===== src/upwind_edge_flux_cfl_step_unit_assert.svh =====
// ----------------------------------------------------------------------------
// Assertion macros for the upwind edge flux unit
// Shared property forms for same-cycle and next-cycle implications.
// ----------------------------------------------------------------------------
`ifndef UPWIND_EDGE_FLUX_CFL_STEP_UNIT_ASSERT_SVH
`define UPWIND_EDGE_FLUX_CFL_STEP_UNIT_ASSERT_SVH

// ante implies cons in the same cycle
`define UEFC_ASSERT_SAME(lbl, clk, rstn, ante, cons) \
  lbl: assert property (@(posedge clk) disable iff (!rstn) (ante) |-> (cons)) \
    else $error("uefc: same-cycle check failed");

// ante implies cons in the next cycle
`define UEFC_ASSERT_NEXT(lbl, clk, rstn, ante, cons) \
  lbl: assert property (@(posedge clk) disable iff (!rstn) (ante) |=> (cons)) \
    else $error("uefc: next-cycle check failed");

`endif


===== src/uefc_pkg.sv =====
// ----------------------------------------------------------------------------
// uefc_pkg
// Widths, reset constants and divider handshake types of the upwind flux unit.
// ----------------------------------------------------------------------------
`default_nettype none

package uefc_pkg;

  localparam int FRACTION_BITS = 16;
  localparam int DATA_W        = 32;
  localparam int NORM_W        = 16;
  localparam int NORM_FRAC     = 14;
  localparam int MUL_W         = DATA_W + 1;
  localparam int PROD_W        = 2 * MUL_W;
  localparam int NV_SUM_W      = DATA_W + NORM_W + 1;
  localparam int SUM_W         = 2 * DATA_W + 2;
  localparam int A_HI_W        = DATA_W + FRACTION_BITS;
  localparam int DIV_STEPS     = DATA_W;
  localparam int DIV_CNT_W     = $clog2(DIV_STEPS + 1);

  localparam logic [DATA_W-1:0] HUGE_STEP_RST = 32'hFFFF_FFFF;
  localparam logic [DATA_W-1:0] MAX_STEP_RST  = 32'h0001_0000;
  localparam logic [DATA_W-1:0] POS_LIMIT     = 32'h7FFF_FFFF;
  localparam logic [DATA_W-1:0] NEG_LIMIT     = 32'h8000_0000;

  typedef enum logic [1:0] {
    REG_VELOCITY_X = 2'd0,
    REG_VELOCITY_Y = 2'd1,
    REG_HUGE_STEP  = 2'd2,
    REG_MAX_STEP   = 2'd3
  } reg_idx_e;

  typedef struct packed {
    logic              start;
    logic [DATA_W-1:0] hi;
    logic [DATA_W-1:0] lo;
    logic [DATA_W-1:0] divisor;
  } div_req_t;

  typedef struct packed {
    logic              busy;
    logic              done;
    logic [DATA_W-1:0] quot;
  } div_rsp_t;

endpackage

`default_nettype wire


===== src/uefc_mul.sv =====
// ----------------------------------------------------------------------------
// uefc_mul
// Shared signed multiplier with a registered product.
// ----------------------------------------------------------------------------
`default_nettype none

module uefc_mul (
  input  wire logic                                    clk_i,
  input  wire logic signed [uefc_pkg::MUL_W-1:0]       a_i,
  input  wire logic signed [uefc_pkg::MUL_W-1:0]       b_i,
  output      logic signed [uefc_pkg::PROD_W-1:0]      prod_o
);

  logic signed [uefc_pkg::PROD_W-1:0] prod_q;

  always_ff @(posedge clk_i) begin
    prod_q <= a_i * b_i;
  end

  assign prod_o = prod_q;

endmodule

`default_nettype wire


===== src/uefc_div.sv =====
// ----------------------------------------------------------------------------
// uefc_div
// Restoring divider, one quotient bit per cycle; high word below divisor.
// ----------------------------------------------------------------------------
`default_nettype none

module uefc_div (
  input  wire logic               clk_i,
  input  wire logic               rst_ni,
  input  wire uefc_pkg::div_req_t req_i,
  output      uefc_pkg::div_rsp_t rsp_o
);

  logic [uefc_pkg::DIV_CNT_W-1:0] cnt_q;
  logic                           done_q;
  logic [uefc_pkg::DATA_W-1:0]    rem_q;
  logic [uefc_pkg::DATA_W-1:0]    quo_q;
  logic [uefc_pkg::DATA_W-1:0]    dvs_q;
  logic [uefc_pkg::DATA_W:0]      trial;
  logic [uefc_pkg::DATA_W:0]      diff;
  logic                           q_bit;
  logic [uefc_pkg::DATA_W-1:0]    rem_nx;

  assign trial  = {rem_q, quo_q[uefc_pkg::DATA_W-1]};
  assign diff   = trial - {1'b0, dvs_q};
  assign q_bit  = !diff[uefc_pkg::DATA_W];
  assign rem_nx = q_bit ? diff[uefc_pkg::DATA_W-1:0] : trial[uefc_pkg::DATA_W-1:0];

  always_ff @(posedge clk_i or negedge rst_ni) begin
    if (!rst_ni) begin
      cnt_q  <= '0;
      done_q <= 1'b0;
    end else begin
      done_q <= 1'b0;
      if (req_i.start) begin
        cnt_q <= uefc_pkg::DIV_CNT_W'(uefc_pkg::DIV_STEPS);
      end else if (cnt_q != '0) begin
        cnt_q <= cnt_q - uefc_pkg::DIV_CNT_W'(1);
        if (cnt_q == uefc_pkg::DIV_CNT_W'(1)) begin
          done_q <= 1'b1;
        end
      end
    end
  end

  always_ff @(posedge clk_i) begin
    if (req_i.start) begin
      rem_q <= req_i.hi;
      quo_q <= req_i.lo;
      dvs_q <= req_i.divisor;
    end else if (cnt_q != '0) begin
      rem_q <= rem_nx;
      quo_q <= {quo_q[uefc_pkg::DATA_W-2:0], q_bit};
    end
  end

  assign rsp_o.busy = (cnt_q != '0);
  assign rsp_o.done = done_q;
  assign rsp_o.quot = quo_q;

endmodule

`default_nettype wire


===== src/upwind_edge_flux_cfl_step_unit.sv =====
// ----------------------------------------------------------------------------
// upwind_edge_flux_cfl_step_unit
// First-order upwind edge flux sum and CFL timestep bound, one edge per item.
// ----------------------------------------------------------------------------
// One item is one triangle edge; the block takes one item at a time. An edge
// without a timestep division passes the multiplier steps, the clamps and the
// flux accumulation before the block is ready again. A full cell edge with
// nonzero normal speed adds the radius over speed division unless the ratio
// overflows, and the last edge of a cell adds the area division, unless the
// area is zero or the quotient overflows, before its result goes to the
// output register. Both divisions run on the single 32-step restoring divider,
// and all products of an edge go through the one shared multiplier. A result
// waiting at the output does not hold off the next item until the next result is ready to replace it.
`default_nettype none
`include "upwind_edge_flux_cfl_step_unit_assert.svh"

module upwind_edge_flux_cfl_step_unit (
  input  wire logic         clk_i,
  input  wire logic         rst_ni,
  // register write channel
  input  wire logic         cfg_valid_i,
  output      logic         cfg_ready_o,
  input  wire logic [1:0]   cfg_index_i,
  input  wire logic [31:0]  cfg_data_i,
  // edge items in
  input  wire logic         s_axis_tvalid_i,
  output      logic         s_axis_tready_o,
  // own_value, neighbour_value, normal_x, normal_y, edge_length, cell_area,
  // cell_radius
  input  wire logic [191:0] s_axis_tdata_i,
  input  wire logic         s_axis_tlast_i,   // last_edge
  input  wire logic [1:0]   s_axis_tuser_i,   // full_cell, new_sweep
  // cell results out
  output      logic         m_axis_tvalid_o,
  input  wire logic         m_axis_tready_i,
  output      logic [63:0]  m_axis_tdata_o,   // flux_update, step_limit
  output      logic [0:0]   m_axis_tuser_o    // saturated
);

  localparam int F  = uefc_pkg::FRACTION_BITS;
  localparam int DW = uefc_pkg::DATA_W;

  typedef enum logic [3:0] {
    ST_IDLE, ST_MUL_X, ST_MUL_Y, ST_NVEL, ST_MUL_E, ST_EF, ST_MUL_T,
    ST_ACC, ST_RDIV, ST_LAST, ST_AREA, ST_ADIV, ST_EMIT
  } state_e;

  state_e state_q;

  logic signed [DW-1:0] vel_x_q, vel_y_q;
  logic [DW-1:0]        huge_step_q, max_step_q;

  logic signed [DW-1:0]                 own_q, nbr_q;
  logic signed [uefc_pkg::NORM_W-1:0]   nx_q, ny_q;
  logic [DW-1:0]                        len_q, area_q, radius_q;
  logic                                 full_q, last_q;

  logic signed [2*DW-1:0]               flux_sum_q;
  logic [DW-1:0]                        cell_step_q, sweep_step_q;
  logic                                 cell_open_q, cell_sat_q;

  logic signed [uefc_pkg::NV_SUM_W-1:0] acc_q;
  logic signed [DW-1:0]                 nvel_q, ef_q;
  logic [2*DW-1:0]                      mag_q;
  logic                                 neg_q;
  logic [DW-1:0]                        res_q;
  logic                                 res_sat_q;

  logic                                 m_valid_q;
  logic [DW-1:0]                        out_flux_q, out_step_q;
  logic                                 out_sat_q;

  logic signed [uefc_pkg::MUL_W-1:0]    mul_a, mul_b;
  logic signed [uefc_pkg::PROD_W-1:0]   mul_prod;

  uefc_pkg::div_req_t div_req;
  uefc_pkg::div_rsp_t div_rsp;

  logic                                 in_acc;
  logic signed [uefc_pkg::NV_SUM_W-1:0] nv_sum;
  logic                                 nv_ovf;
  logic [DW-1:0]                        nv_sat;
  logic                                 ef_ovf;
  logic [DW-1:0]                        ef_sat;
  logic signed [uefc_pkg::SUM_W-1:0]    term_ext, flux_ext, flux_add;
  logic                                 flux_ovf;
  logic [2*DW-1:0]                      flux_nx;
  logic [DW-1:0]                        speed;
  logic [DW-1:0]                        r_hi, r_lo;
  logic                                 r_ovf;
  logic [uefc_pkg::A_HI_W-1:0]          a_hi;
  logic [DW-1:0]                        a_lo;
  logic                                 a_ovf;
  logic [DW-1:0]                        limit;
  logic                                 q_over;
  logic [DW-1:0]                        total, signed_res;

  assign in_acc          = s_axis_tvalid_i && s_axis_tready_o;
  assign s_axis_tready_o = (state_q == ST_IDLE);
  assign cfg_ready_o     = 1'b1;

  // normal velocity, floor shift and clamp
  assign nv_sum = acc_q + $signed(mul_prod[uefc_pkg::NV_SUM_W-1:0]);
  assign nv_ovf = !((&nv_sum[uefc_pkg::NV_SUM_W-1:uefc_pkg::NORM_FRAC+DW-1]) ||
                    !(|nv_sum[uefc_pkg::NV_SUM_W-1:uefc_pkg::NORM_FRAC+DW-1]));
  assign nv_sat = nv_ovf ? (nv_sum[uefc_pkg::NV_SUM_W-1] ? uefc_pkg::NEG_LIMIT
                                                         : uefc_pkg::POS_LIMIT)
                         : nv_sum[uefc_pkg::NORM_FRAC+DW-1:uefc_pkg::NORM_FRAC];

  // edge flux, floor shift and clamp
  assign ef_ovf = !((&mul_prod[2*DW-1:DW-1+F]) || !(|mul_prod[2*DW-1:DW-1+F]));
  assign ef_sat = ef_ovf ? (mul_prod[2*DW-1] ? uefc_pkg::NEG_LIMIT : uefc_pkg::POS_LIMIT)
                         : mul_prod[DW-1+F:F];

  // flux sum minus term, clamped to 64 bits
  assign term_ext = $signed({{(F+1){mul_prod[2*DW]}}, mul_prod[2*DW:F]});
  assign flux_ext = $signed({{2{flux_sum_q[2*DW-1]}}, flux_sum_q});
  assign flux_add = flux_ext - term_ext;
  assign flux_ovf = !((&flux_add[uefc_pkg::SUM_W-1:2*DW-1]) ||
                      !(|flux_add[uefc_pkg::SUM_W-1:2*DW-1]));
  assign flux_nx  = flux_ovf ? (flux_add[uefc_pkg::SUM_W-1] ? {1'b1, {(2*DW-1){1'b0}}}
                                                            : {1'b0, {(2*DW-1){1'b1}}})
                             : flux_add[2*DW-1:0];

  // radius over speed operands
  assign speed = nvel_q[DW-1] ? (DW'(0) - nvel_q) : nvel_q;
  assign r_hi  = {{(DW-F){1'b0}}, radius_q[DW-1:DW-F]};
  assign r_lo  = {radius_q[DW-F-1:0], {F{1'b0}}};
  assign r_ovf = (r_hi >= speed);

  // sum over area operands
  assign a_hi  = mag_q[2*DW-1:DW-F];
  assign a_lo  = {mag_q[DW-F-1:0], {F{1'b0}}};
  assign a_ovf = (a_hi >= {{F{1'b0}}, area_q});

  assign limit      = neg_q ? uefc_pkg::NEG_LIMIT : uefc_pkg::POS_LIMIT;
  assign q_over     = (div_rsp.quot > limit);
  assign total      = q_over ? limit : div_rsp.quot;
  assign signed_res = neg_q ? (DW'(0) - total) : total;

  always_comb begin
    mul_a = '0;
    mul_b = '0;
    unique case (state_q)
      ST_MUL_X: begin
        mul_a = {vel_x_q[DW-1], vel_x_q};
        mul_b = {{(uefc_pkg::MUL_W-uefc_pkg::NORM_W){nx_q[uefc_pkg::NORM_W-1]}}, nx_q};
      end
      ST_MUL_Y: begin
        mul_a = {vel_y_q[DW-1], vel_y_q};
        mul_b = {{(uefc_pkg::MUL_W-uefc_pkg::NORM_W){ny_q[uefc_pkg::NORM_W-1]}}, ny_q};
      end
      ST_MUL_E: begin
        mul_a = nvel_q[DW-1] ? {nbr_q[DW-1], nbr_q} : {own_q[DW-1], own_q};
        mul_b = {nvel_q[DW-1], nvel_q};
      end
      ST_MUL_T: begin
        mul_a = {ef_q[DW-1], ef_q};
        mul_b = {1'b0, len_q};
      end
      default: begin
        mul_a = '0;
        mul_b = '0;
      end
    endcase
  end

  always_comb begin
    div_req.start   = 1'b0;
    div_req.hi      = r_hi;
    div_req.lo      = r_lo;
    div_req.divisor = speed;
    if (state_q == ST_AREA) begin
      div_req.hi      = a_hi[DW-1:0];
      div_req.lo      = a_lo;
      div_req.divisor = area_q;
      div_req.start   = (area_q != '0) && !a_ovf;
    end else if (state_q == ST_ACC) begin
      div_req.start = full_q && (speed != '0) && !r_ovf;
    end
  end

  uefc_mul u_mul (
    .clk_i  (clk_i),
    .a_i    (mul_a),
    .b_i    (mul_b),
    .prod_o (mul_prod)
  );

  uefc_div u_div (
    .clk_i  (clk_i),
    .rst_ni (rst_ni),
    .req_i  (div_req),
    .rsp_o  (div_rsp)
  );

  always_ff @(posedge clk_i or negedge rst_ni) begin
    if (!rst_ni) begin
      vel_x_q     <= '0;
      vel_y_q     <= '0;
      huge_step_q <= uefc_pkg::HUGE_STEP_RST;
      max_step_q  <= uefc_pkg::MAX_STEP_RST;
    end else if (cfg_valid_i) begin
      unique case (uefc_pkg::reg_idx_e'(cfg_index_i))
        uefc_pkg::REG_VELOCITY_X: vel_x_q     <= cfg_data_i;
        uefc_pkg::REG_VELOCITY_Y: vel_y_q     <= cfg_data_i;
        uefc_pkg::REG_HUGE_STEP:  huge_step_q <= cfg_data_i;
        uefc_pkg::REG_MAX_STEP:   max_step_q  <= cfg_data_i;
        default: ;
      endcase
    end
  end

  always_ff @(posedge clk_i) begin
    if (in_acc) begin
      own_q    <= s_axis_tdata_i[31:0];
      nbr_q    <= s_axis_tdata_i[63:32];
      nx_q     <= s_axis_tdata_i[79:64];
      ny_q     <= s_axis_tdata_i[95:80];
      len_q    <= s_axis_tdata_i[127:96];
      area_q   <= s_axis_tdata_i[159:128];
      radius_q <= s_axis_tdata_i[191:160];
      full_q   <= s_axis_tuser_i[0];
      last_q   <= s_axis_tlast_i;
    end
    unique case (state_q)
      ST_MUL_Y: acc_q  <= $signed(mul_prod[uefc_pkg::NV_SUM_W-1:0]);
      ST_NVEL:  nvel_q <= nv_sat;
      ST_EF:    ef_q   <= ef_sat;
      ST_LAST: begin
        neg_q <= flux_sum_q[2*DW-1];
        mag_q <= flux_sum_q[2*DW-1] ? ((2*DW)'(0) - flux_sum_q) : flux_sum_q;
      end
      default: ;
    endcase
  end

  always_ff @(posedge clk_i or negedge rst_ni) begin
    if (!rst_ni) begin
      state_q      <= ST_IDLE;
      flux_sum_q   <= '0;
      cell_step_q  <= uefc_pkg::HUGE_STEP_RST;
      sweep_step_q <= uefc_pkg::MAX_STEP_RST;
      cell_open_q  <= 1'b0;
      cell_sat_q   <= 1'b0;
      res_q        <= '0;
      res_sat_q    <= 1'b0;
      m_valid_q    <= 1'b0;
      out_flux_q   <= '0;
      out_step_q   <= '0;
      out_sat_q    <= 1'b0;
    end else begin
      if (m_valid_q && m_axis_tready_i && (state_q != ST_EMIT)) begin
        m_valid_q <= 1'b0;
      end
      unique case (state_q)
        ST_IDLE: begin
          if (s_axis_tvalid_i) begin
            state_q <= ST_MUL_X;
            if (s_axis_tuser_i[1]) begin
              sweep_step_q <= max_step_q;
            end
            if (!cell_open_q) begin
              flux_sum_q  <= '0;
              cell_step_q <= huge_step_q;
              cell_sat_q  <= 1'b0;
              cell_open_q <= 1'b1;
            end
          end
        end
        ST_MUL_X: state_q <= ST_MUL_Y;
        ST_MUL_Y: state_q <= ST_NVEL;
        ST_NVEL:  state_q <= ST_MUL_E;
        ST_MUL_E: state_q <= ST_EF;
        ST_EF:    state_q <= ST_MUL_T;
        ST_MUL_T: state_q <= ST_ACC;
        ST_ACC: begin
          flux_sum_q <= flux_nx;
          if (full_q && (speed != '0)) begin
            if (r_ovf) begin
              cell_sat_q <= 1'b1;
              state_q    <= ST_LAST;
            end else begin
              state_q <= ST_RDIV;
            end
          end else begin
            state_q <= ST_LAST;
          end
        end
        ST_RDIV: begin
          if (div_rsp.done) begin
            if (div_rsp.quot < cell_step_q) begin
              cell_step_q <= div_rsp.quot;
            end
            state_q <= ST_LAST;
          end
        end
        ST_LAST: begin
          if (last_q) begin
            if (cell_step_q < sweep_step_q) begin
              sweep_step_q <= cell_step_q;
            end
            state_q <= ST_AREA;
          end else begin
            state_q <= ST_IDLE;
          end
        end
        ST_AREA: begin
          if (area_q == '0) begin
            res_sat_q <= 1'b1;
            res_q     <= (mag_q == '0) ? '0 : limit;
            state_q   <= ST_EMIT;
          end else if (a_ovf) begin
            res_sat_q <= 1'b1;
            res_q     <= limit;
            state_q   <= ST_EMIT;
          end else begin
            res_sat_q <= cell_sat_q;
            state_q   <= ST_ADIV;
          end
        end
        ST_ADIV: begin
          if (div_rsp.done) begin
            res_q     <= signed_res;
            res_sat_q <= res_sat_q || q_over;
            state_q   <= ST_EMIT;
          end
        end
        ST_EMIT: begin
          if (!m_valid_q || m_axis_tready_i) begin
            out_flux_q  <= res_q;
            out_step_q  <= sweep_step_q;
            out_sat_q   <= res_sat_q;
            m_valid_q   <= 1'b1;
            cell_open_q <= 1'b0;
            state_q     <= ST_IDLE;
          end
        end
        default: state_q <= ST_IDLE;
      endcase
    end
  end

  assign m_axis_tvalid_o   = m_valid_q;
  assign m_axis_tdata_o    = {out_step_q, out_flux_q};
  assign m_axis_tuser_o[0] = out_sat_q;

  `UEFC_ASSERT_SAME(a_div_in_wait, clk_i, rst_ni, div_rsp.busy,
    (state_q == ST_RDIV) || (state_q == ST_ADIV))
  `UEFC_ASSERT_NEXT(a_busy_after_item, clk_i, rst_ni, in_acc, !s_axis_tready_o)
  `UEFC_ASSERT_SAME(a_emit_on_last, clk_i, rst_ni, state_q == ST_EMIT, last_q)
  `UEFC_ASSERT_SAME(a_sweep_bound, clk_i, rst_ni, state_q == ST_EMIT,
    sweep_step_q <= cell_step_q)

endmodule

`default_nettype wire


===== config.mk =====
export PLATFORM = sky130hd
export DESIGN_NAME = upwind_edge_flux_cfl_step_unit
export DESIGN_NICKNAME = d
export VERILOG_FILES = /design/src/uefc_pkg.sv /design/src/uefc_mul.sv /design/src/uefc_div.sv /design/src/upwind_edge_flux_cfl_step_unit.sv
export VERILOG_INCLUDE_DIRS = /design/src /design/src/src
export SDC_FILE = /design/constraint.sdc
export NUM_CORES = 2
export LEC_CHECK = 0
export ABC_AREA = 1
export BUFFER_PORTS_ARGS = -buffer_cell sky130_fd_sc_hd__buf_2
export CAP_MARGIN = 20
export CORE_MARGIN = 4
export CORE_UTILIZATION = 60
export CTS_CLUSTER_DIAMETER = 200
export DETAILED_ROUTE_END_ITERATION = 10
export HOLD_SLACK_MARGIN = 0.05
export PLACE_DENSITY = 0.77
export SYNTH_ARGS = -nofsm -noshare
export SYNTH_HDL_FRONTEND = slang
export SYNTH_SLANG_ARGS = --single-unit
export TNS_END_PERCENT = 1

===== constraint.sdc =====
create_clock -name clk_i -period 13.84 [get_ports clk_i]
set_clock_uncertainty 0.15 [all_clocks]
set_input_delay 0.692 -clock clk_i [delete_from_list [all_inputs] [get_ports clk_i]]
set_output_delay 0.692 -clock clk_i [all_outputs]
set_load 0.02 [all_outputs]

[Word level (Yosys, flattened, before mapping)]
Index checks and enable logic that the tools add are counted.
Word-level totals
  register bits: 901
  bits of input ports: 234
  output and inout bits: 68
  logic and storage cells: 199
Cells by class
  add/sub/neg operators: 7
  $mul: 1
  $lt $le $gt $ge: 5
  equality and inequality tests: 29
  mux-type cells: 70
  reductions and logical operators: 50
Operators by type and width (count)
  $mux W32: 25
  $pmux W33 S4: 2
  $mux W64: 4
  $pmux W32 S2: 3
  $pmux W64 S2: 1
  $mux W96: 1
  $mul A33 B33 Y65: 1
  $sub A64 B49 Y65: 1
  $logic_not A64 Y1: 1
  $lt A32 B32 Y1: 2
  $reduce_bool A32 Y1: 2
  $sub A1 B32 Y32 const A: 2
  $sub A1 B64 Y64 const A: 1
  $mux W63: 1
  $pmux W4 S13: 1
  $add A49 B49 Y49: 1
  $ge A48 B32 Y1: 1
  $mux W33: 1
  $sub A33 B32 Y33: 1
  $ge A16 B32 Y1: 1
  $gt A32 B32 Y1: 1
  $logic_not A32 Y1: 1
  $mux W4: 6
  $eq A4 B4 Y1 const B: 5
  other kinds (30): 96

[Longest topological paths before layout]
  depth in word-level cells: 8
  mapped depth: 43
  depth with buffers taken out: 41

[Hierarchy]
From an unflattened synthesis, not the netlist that was laid out.
Second synthesis, totals
  cells, all modules: 11887
  area total of the unflattened synthesis: 94454.3 um^2
By module, submodules not included
  upwind_edge_flux_cfl_step_unit: times used 1, cells each 5286, area each 43763.2 um^2, seq. area each 20287.0 um^2
  uefc_mul: times used 1, cells each 5574, area each 43245.2 um^2, seq. area each 1321.3 um^2
  uefc_div: times used 1, cells each 1027, area each 7445.9 um^2, seq. area each 3057.9 um^2

[Worst setup path before layout]
OpenSTA, ideal clock, no wires.
  path kind: reg-to-reg
  start: register state_q[1]
  end: register flux_sum_q[13]
  setup time: 0.116 ns
  data arrival time: 10.143 ns
  data required time: 13.574 ns
  setup slack: 3.431 ns
  stages on the path, launching flop included: 13
  path buffers: 2
  period minus slack after synthesis: 10.409 ns
  cell sequence: dfrtp_1 nor2_1 inv_1 nor2_1 inv_1 nor2_1 nand2_1 inv_1 nor2_1 clkbuf_1 clkbuf_1 nand2_1 nand2_1
On the way
  longest elaborated chain between the ends: 3
  elaborated cells on any way between the ends: 7
  those cells by class: 3 x eq/ne; 1 x mux; 3 x reduce/logical
RTL lines
  from (decl): line upwind_edge_flux_cfl_step_unit.sv:48  | state_e state_q;
  from (signal assigned): line upwind_edge_flux_cfl_step_unit.sv:240  | state_q <= ST_IDLE;
  from (signal assigned): line upwind_edge_flux_cfl_step_unit.sv:259  | state_q <= ST_MUL_X;
  from (signal assigned): line upwind_edge_flux_cfl_step_unit.sv:271  | ST_MUL_X: state_q <= ST_MUL_Y;
  $logic_not A4 Y1 *
  via s_axis_tready_o: line upwind_edge_flux_cfl_step_unit.sv:27  | output logic s_axis_tready_o,
  $ne A2 B2 Y1 (no line) or $reduce_bool A2 Y1 (tied branches)
  $reduce_and A3 Y1 (no line)
  to (signal assigned): line upwind_edge_flux_cfl_step_unit.sv:278  | flux_sum_q <= flux_nx;
  to (decl): line upwind_edge_flux_cfl_step_unit.sv:58  | logic signed [2*DW-1:0] flux_sum_q;
Mark *: on every way through the listed nets, which the timed path passes. The rest lies on a longest branch.
A chain may end at the register's enable or synchronous reset.

[Worst setup path in the final report]
  start: register state_q[2]
  end: register u_mul.prod_q (netlist bit u_mul.prod_o[64])
On the way
  longest elaborated chain between the ends: 3
  elaborated cells on any way between the ends: 7
  those cells by class: 1 x mul; 4 x eq/ne; 2 x mux
RTL lines
  $eq A4 B3 Y1 (tied with other cells): line upwind_edge_flux_cfl_step_unit.sv:144  | unique case (state_q)
  $pmux W33 S4: line upwind_edge_flux_cfl_step_unit.sv:144
  $mul A33 B33 Y65 *: line uefc_mul.sv:17  | prod_q <= a_i * b_i;
  to (signal assigned): line uefc_mul.sv:17
  to (decl): line uefc_mul.sv:14  | logic signed [uefc_pkg::PROD_W-1:0] prod_q;
Mark *: on every way between the ends. The rest lies on a longest branch, timed or not.

==> summary.txt <==
Worst hold path
  • Worst hold start: s_axis_tdata_i[127]
  • Path category of the worst min-delay check: input port to flip-flop

Floorplanning
  • Vertical extent of the die: 390 microns
  • Core region area: about 0.14 sq mm
  • X dimension of the die: around 400 microns
  • Effective utilization at floorplan: 0.606
  • Top-level I/O count: roughly 300
  • Rows: roughly 140
  • Die Outline Area: 0.152 sq mm

Setup path
  • Critical setup path kind: flip-flop to flip-flop
  • Cell at the slowest stage of the critical path: clkinv_1
  • CP Launch Point: state_q[2]
  • Peak fanout along the critical path: 33
  • Critical Path RT: between 10 and 15 ns
  • Largest stage delay on the critical path: between 0.8 and 0.9 ns
  • Launch instance of the worst register-to-register path: state_q[2]
  • Critical path arrival: 11.43 ns
  • Worst Setup End Kind: flip-flop
  • Critical path launch point type: flip-flop

STA
  • Slew Viols, Final: 0
  • Transition time of the tightest slew-check pin: between 1 and 1.5 ns
  • Max Fclk: between 0.09 and 0.1 GHz
  • Setup tns final: 0 ns
  • Slew margin rel.: 0.215
  • Number of setup violations in the final report: 0
  • Final number of hold-violating endpoints: 0
  • RSZ-0062 raised after global routing: no
  • Post-route clock period utilization: 0.790
  • Final worst path period need: 10.94 ns

Synth
  • Ranking of synthesized cells by instance count: nand2_1 (2163), inv_1 (1884), fa_1 (1116)
  • Dominant synthesized flop cell: edfxtp_1
  • Number of enable-type register cells in the synthesized netlist: about 470
  • Cell types with the largest area share after synthesis: fa_1 (26%), edfxtp_1 (16%), nand2_1 (9.3%)
  • Distinct cell type count after synthesis: 69
  • Number of instances in the synthesized netlist: ~10000
  • Syn nets: ~12000
  • Post-Syn Area: ~0.087 sq mm
  • Share of Yosys cell area claimed by the top area cell type: 0.256
  • Number of warning messages in the yosys log: 0
  • Share of flip-flops with an asynchronous set or reset: 0.408
  • Dominant cell by count in the synthesized netlist: nand2_1
  • Cell taking the most area after synthesis: fa_1
  • Sequential share of the synthesized area: 0.282
  • Average cell area after synthesis: about 8.6 sq um
  • #FFs+latches synth: 901

Clock network
  • Clock sinks: 901
  • Number of buffers inserted by post-CTS setup repair: 0
  • Number of buffers on the longest clock path: 3
  • TritonCTS buffer count: 95
  • Total number of H-tree levels: 3
  • Clock Latency Late Sink: 0.74 ns
  • Quantity of hold-fixing buffers added after cts: 194
  • Number of resized instances in the post-cts repair step: 0
  • CTS tree: built
  • Clock root buffer master: clkbuf_16
  • Clock slew at the register clock pins of the worst setup and hold paths: around 0.06 ns

Power
  • Cell Pwr Density: 276 mW/mm^2
  • Leakage: around 0.047 uW
  • Worst vdd ir: between 0.2 and 0.3 mV

GRT
  • Global-route wire length before repair: around 460000 microns
  • Vias in the first global route: around 76000
  • Total grt overflow: 0
  • Initial antenna violation count: 13
  • Maximum number of pins on one net before global-route repair: roughly 110
  • Global-route usage over all layers: 0.407

Finish
  • Area delta synth->final: 10.3%
  • Final cell count without fillers: ~13000
  • Number of nets at the end of the flow: 12400
  • Number of fill cells in the layout: ~12000
  • Fraction of final layout cells sized beyond drive strength 1: 0.0725

Routing
  • Total Wirelength: a little over 300000 microns
  • DR DRC count: 0
  • Drt pass-1 iters: 7
  • Drt via density: roughly 6.0
  • Initial DRC count: between 9000 and 10000
  • Count of antenna-violating nets left after detailed routing: 0
  • Via total after detailed routing: 75400
  • Routed wirelength normalized by instance count: between 20 and 25 microns

Placed design
  • Post-DP HPWL: around 240000 microns
  • Final estimated routing congestion in global placement: 1.03
  • I/O Buffers: 300
  • Count of placed standard cells including taps: between 10000 and 15000

Flow run
  • Count of maximum capacitance violations: 0

Status
  • Outcome: complete, no violations
==> per-stage QoR <==
stage | total power, uW | utilization | hold slack (ns) | setup slack, ns | area, sq um
floorplan | 17200 | - | 0.246 | 3.43 | 87300
global placement | 22900 | 0.630 | 0.272 | 3.24 | 90800
detailed placement | 23300 | 0.631 | 0.274 | 3.12 | 90900
CTS | 26100 | 0.666 | 0.0567 | 3.06 | 96100
global route | 28600 | 0.668 | 0.0927 | 2.39 | 96300
finish | 26600 | 0.668 | 0.114 | 2.90 | 96300
==> placed cells by master (no fill, tap or decap), types with 119 or more instances in the layout <==
cell	synthesis	layout
nand2_1	2163	2161
dlygate4sd3_1	0	194
inv_1	1884	1881
nand3_1	274	270
buf_2	21	299
o21ai_0	609	609
dfrtp_1	302	302
edfxtp_1	468	468
buf_4	16	125
fa_1	1116	1116
a21oi_1	456	453
xnor2_1	119	119
xor2_1	160	160
ha_1	506	506
nor2_1	1025	1000
==> critical path: cells and delay by family (launching register included) <==
family	cells	cell delay, ns
flops	1	0.37
xor+xnor	1	0.15
simple gates	5	1.05
compound gates	4	0.95
buf+inv	12	3.53
fa+ha+maj	9	4.59
==> metal layers <==
metal | share of wire | GRT usage | up-vias
li1 | - | - | 32600
met1 | 0.36 | 0.518 | 36500
met2 | 0.44 | 0.619 | 4972
met3 | 0.12 | 0.103 | 1352
met4 | 0.085 | 0.273 | 4
met5 | 0.000087 | 0 | -
==> registers in the layout, indices dropped and copies added (netlist names), 49 cells and up <==
name,cells
acc_q,49
u_mul.prod_o,65
flux_sum_q,64
mag_q,64
==> power breakdown <==
group / internal [uW] / total, uW / switching (uW)
combinational: 6370 / 19200 / 12800
clock: 1510 / 2690 / 1180
sequential: 3980 / 4700 / 717
total: 11900 / 26600 / 14700
==> layout make-up <==
cell class	instances	area (sq um)	area share
well taps	1903	2380	0.0247
clock inverters	44	415	0.00431
flip-flops and latches	901	24600	0.256
multi-input cells	7013	54200	0.562
diodes	12	30.0	0.000312
inverters	1913	7180	0.0746
clock buffers	136	2800	0.0290
repair buffers	633	4690	0.0487
==> kinds of logic after synthesis <==
group / Yosys count / synth area share
simple gates: 3697 / 0.170
buf+inv: 2273 / 0.0994
fa+ha+maj: 1622 / 0.328
compound gates: 1390 / 0.0892
flops: 901 / 0.282
xor+xnor: 281 / 0.0284
mux: 22 / 0.00281
other cells: 1 / 0.0000429
==> path summary, 6_finish.rpt <==
path,to,slack [ns],cells after the start
max,u_mul.prod_o[64],2.90,31
min,len_q[31],0.11,1
max reg2reg,u_mul.prod_o[64],2.90,31
min reg2reg,acc_q[4],0.29,0
max in group asynchronous,vel_y_q[9],10.02,5
min in group asynchronous,out_flux_q[26],0.38,2
Power figures use the tool's default switching activity.
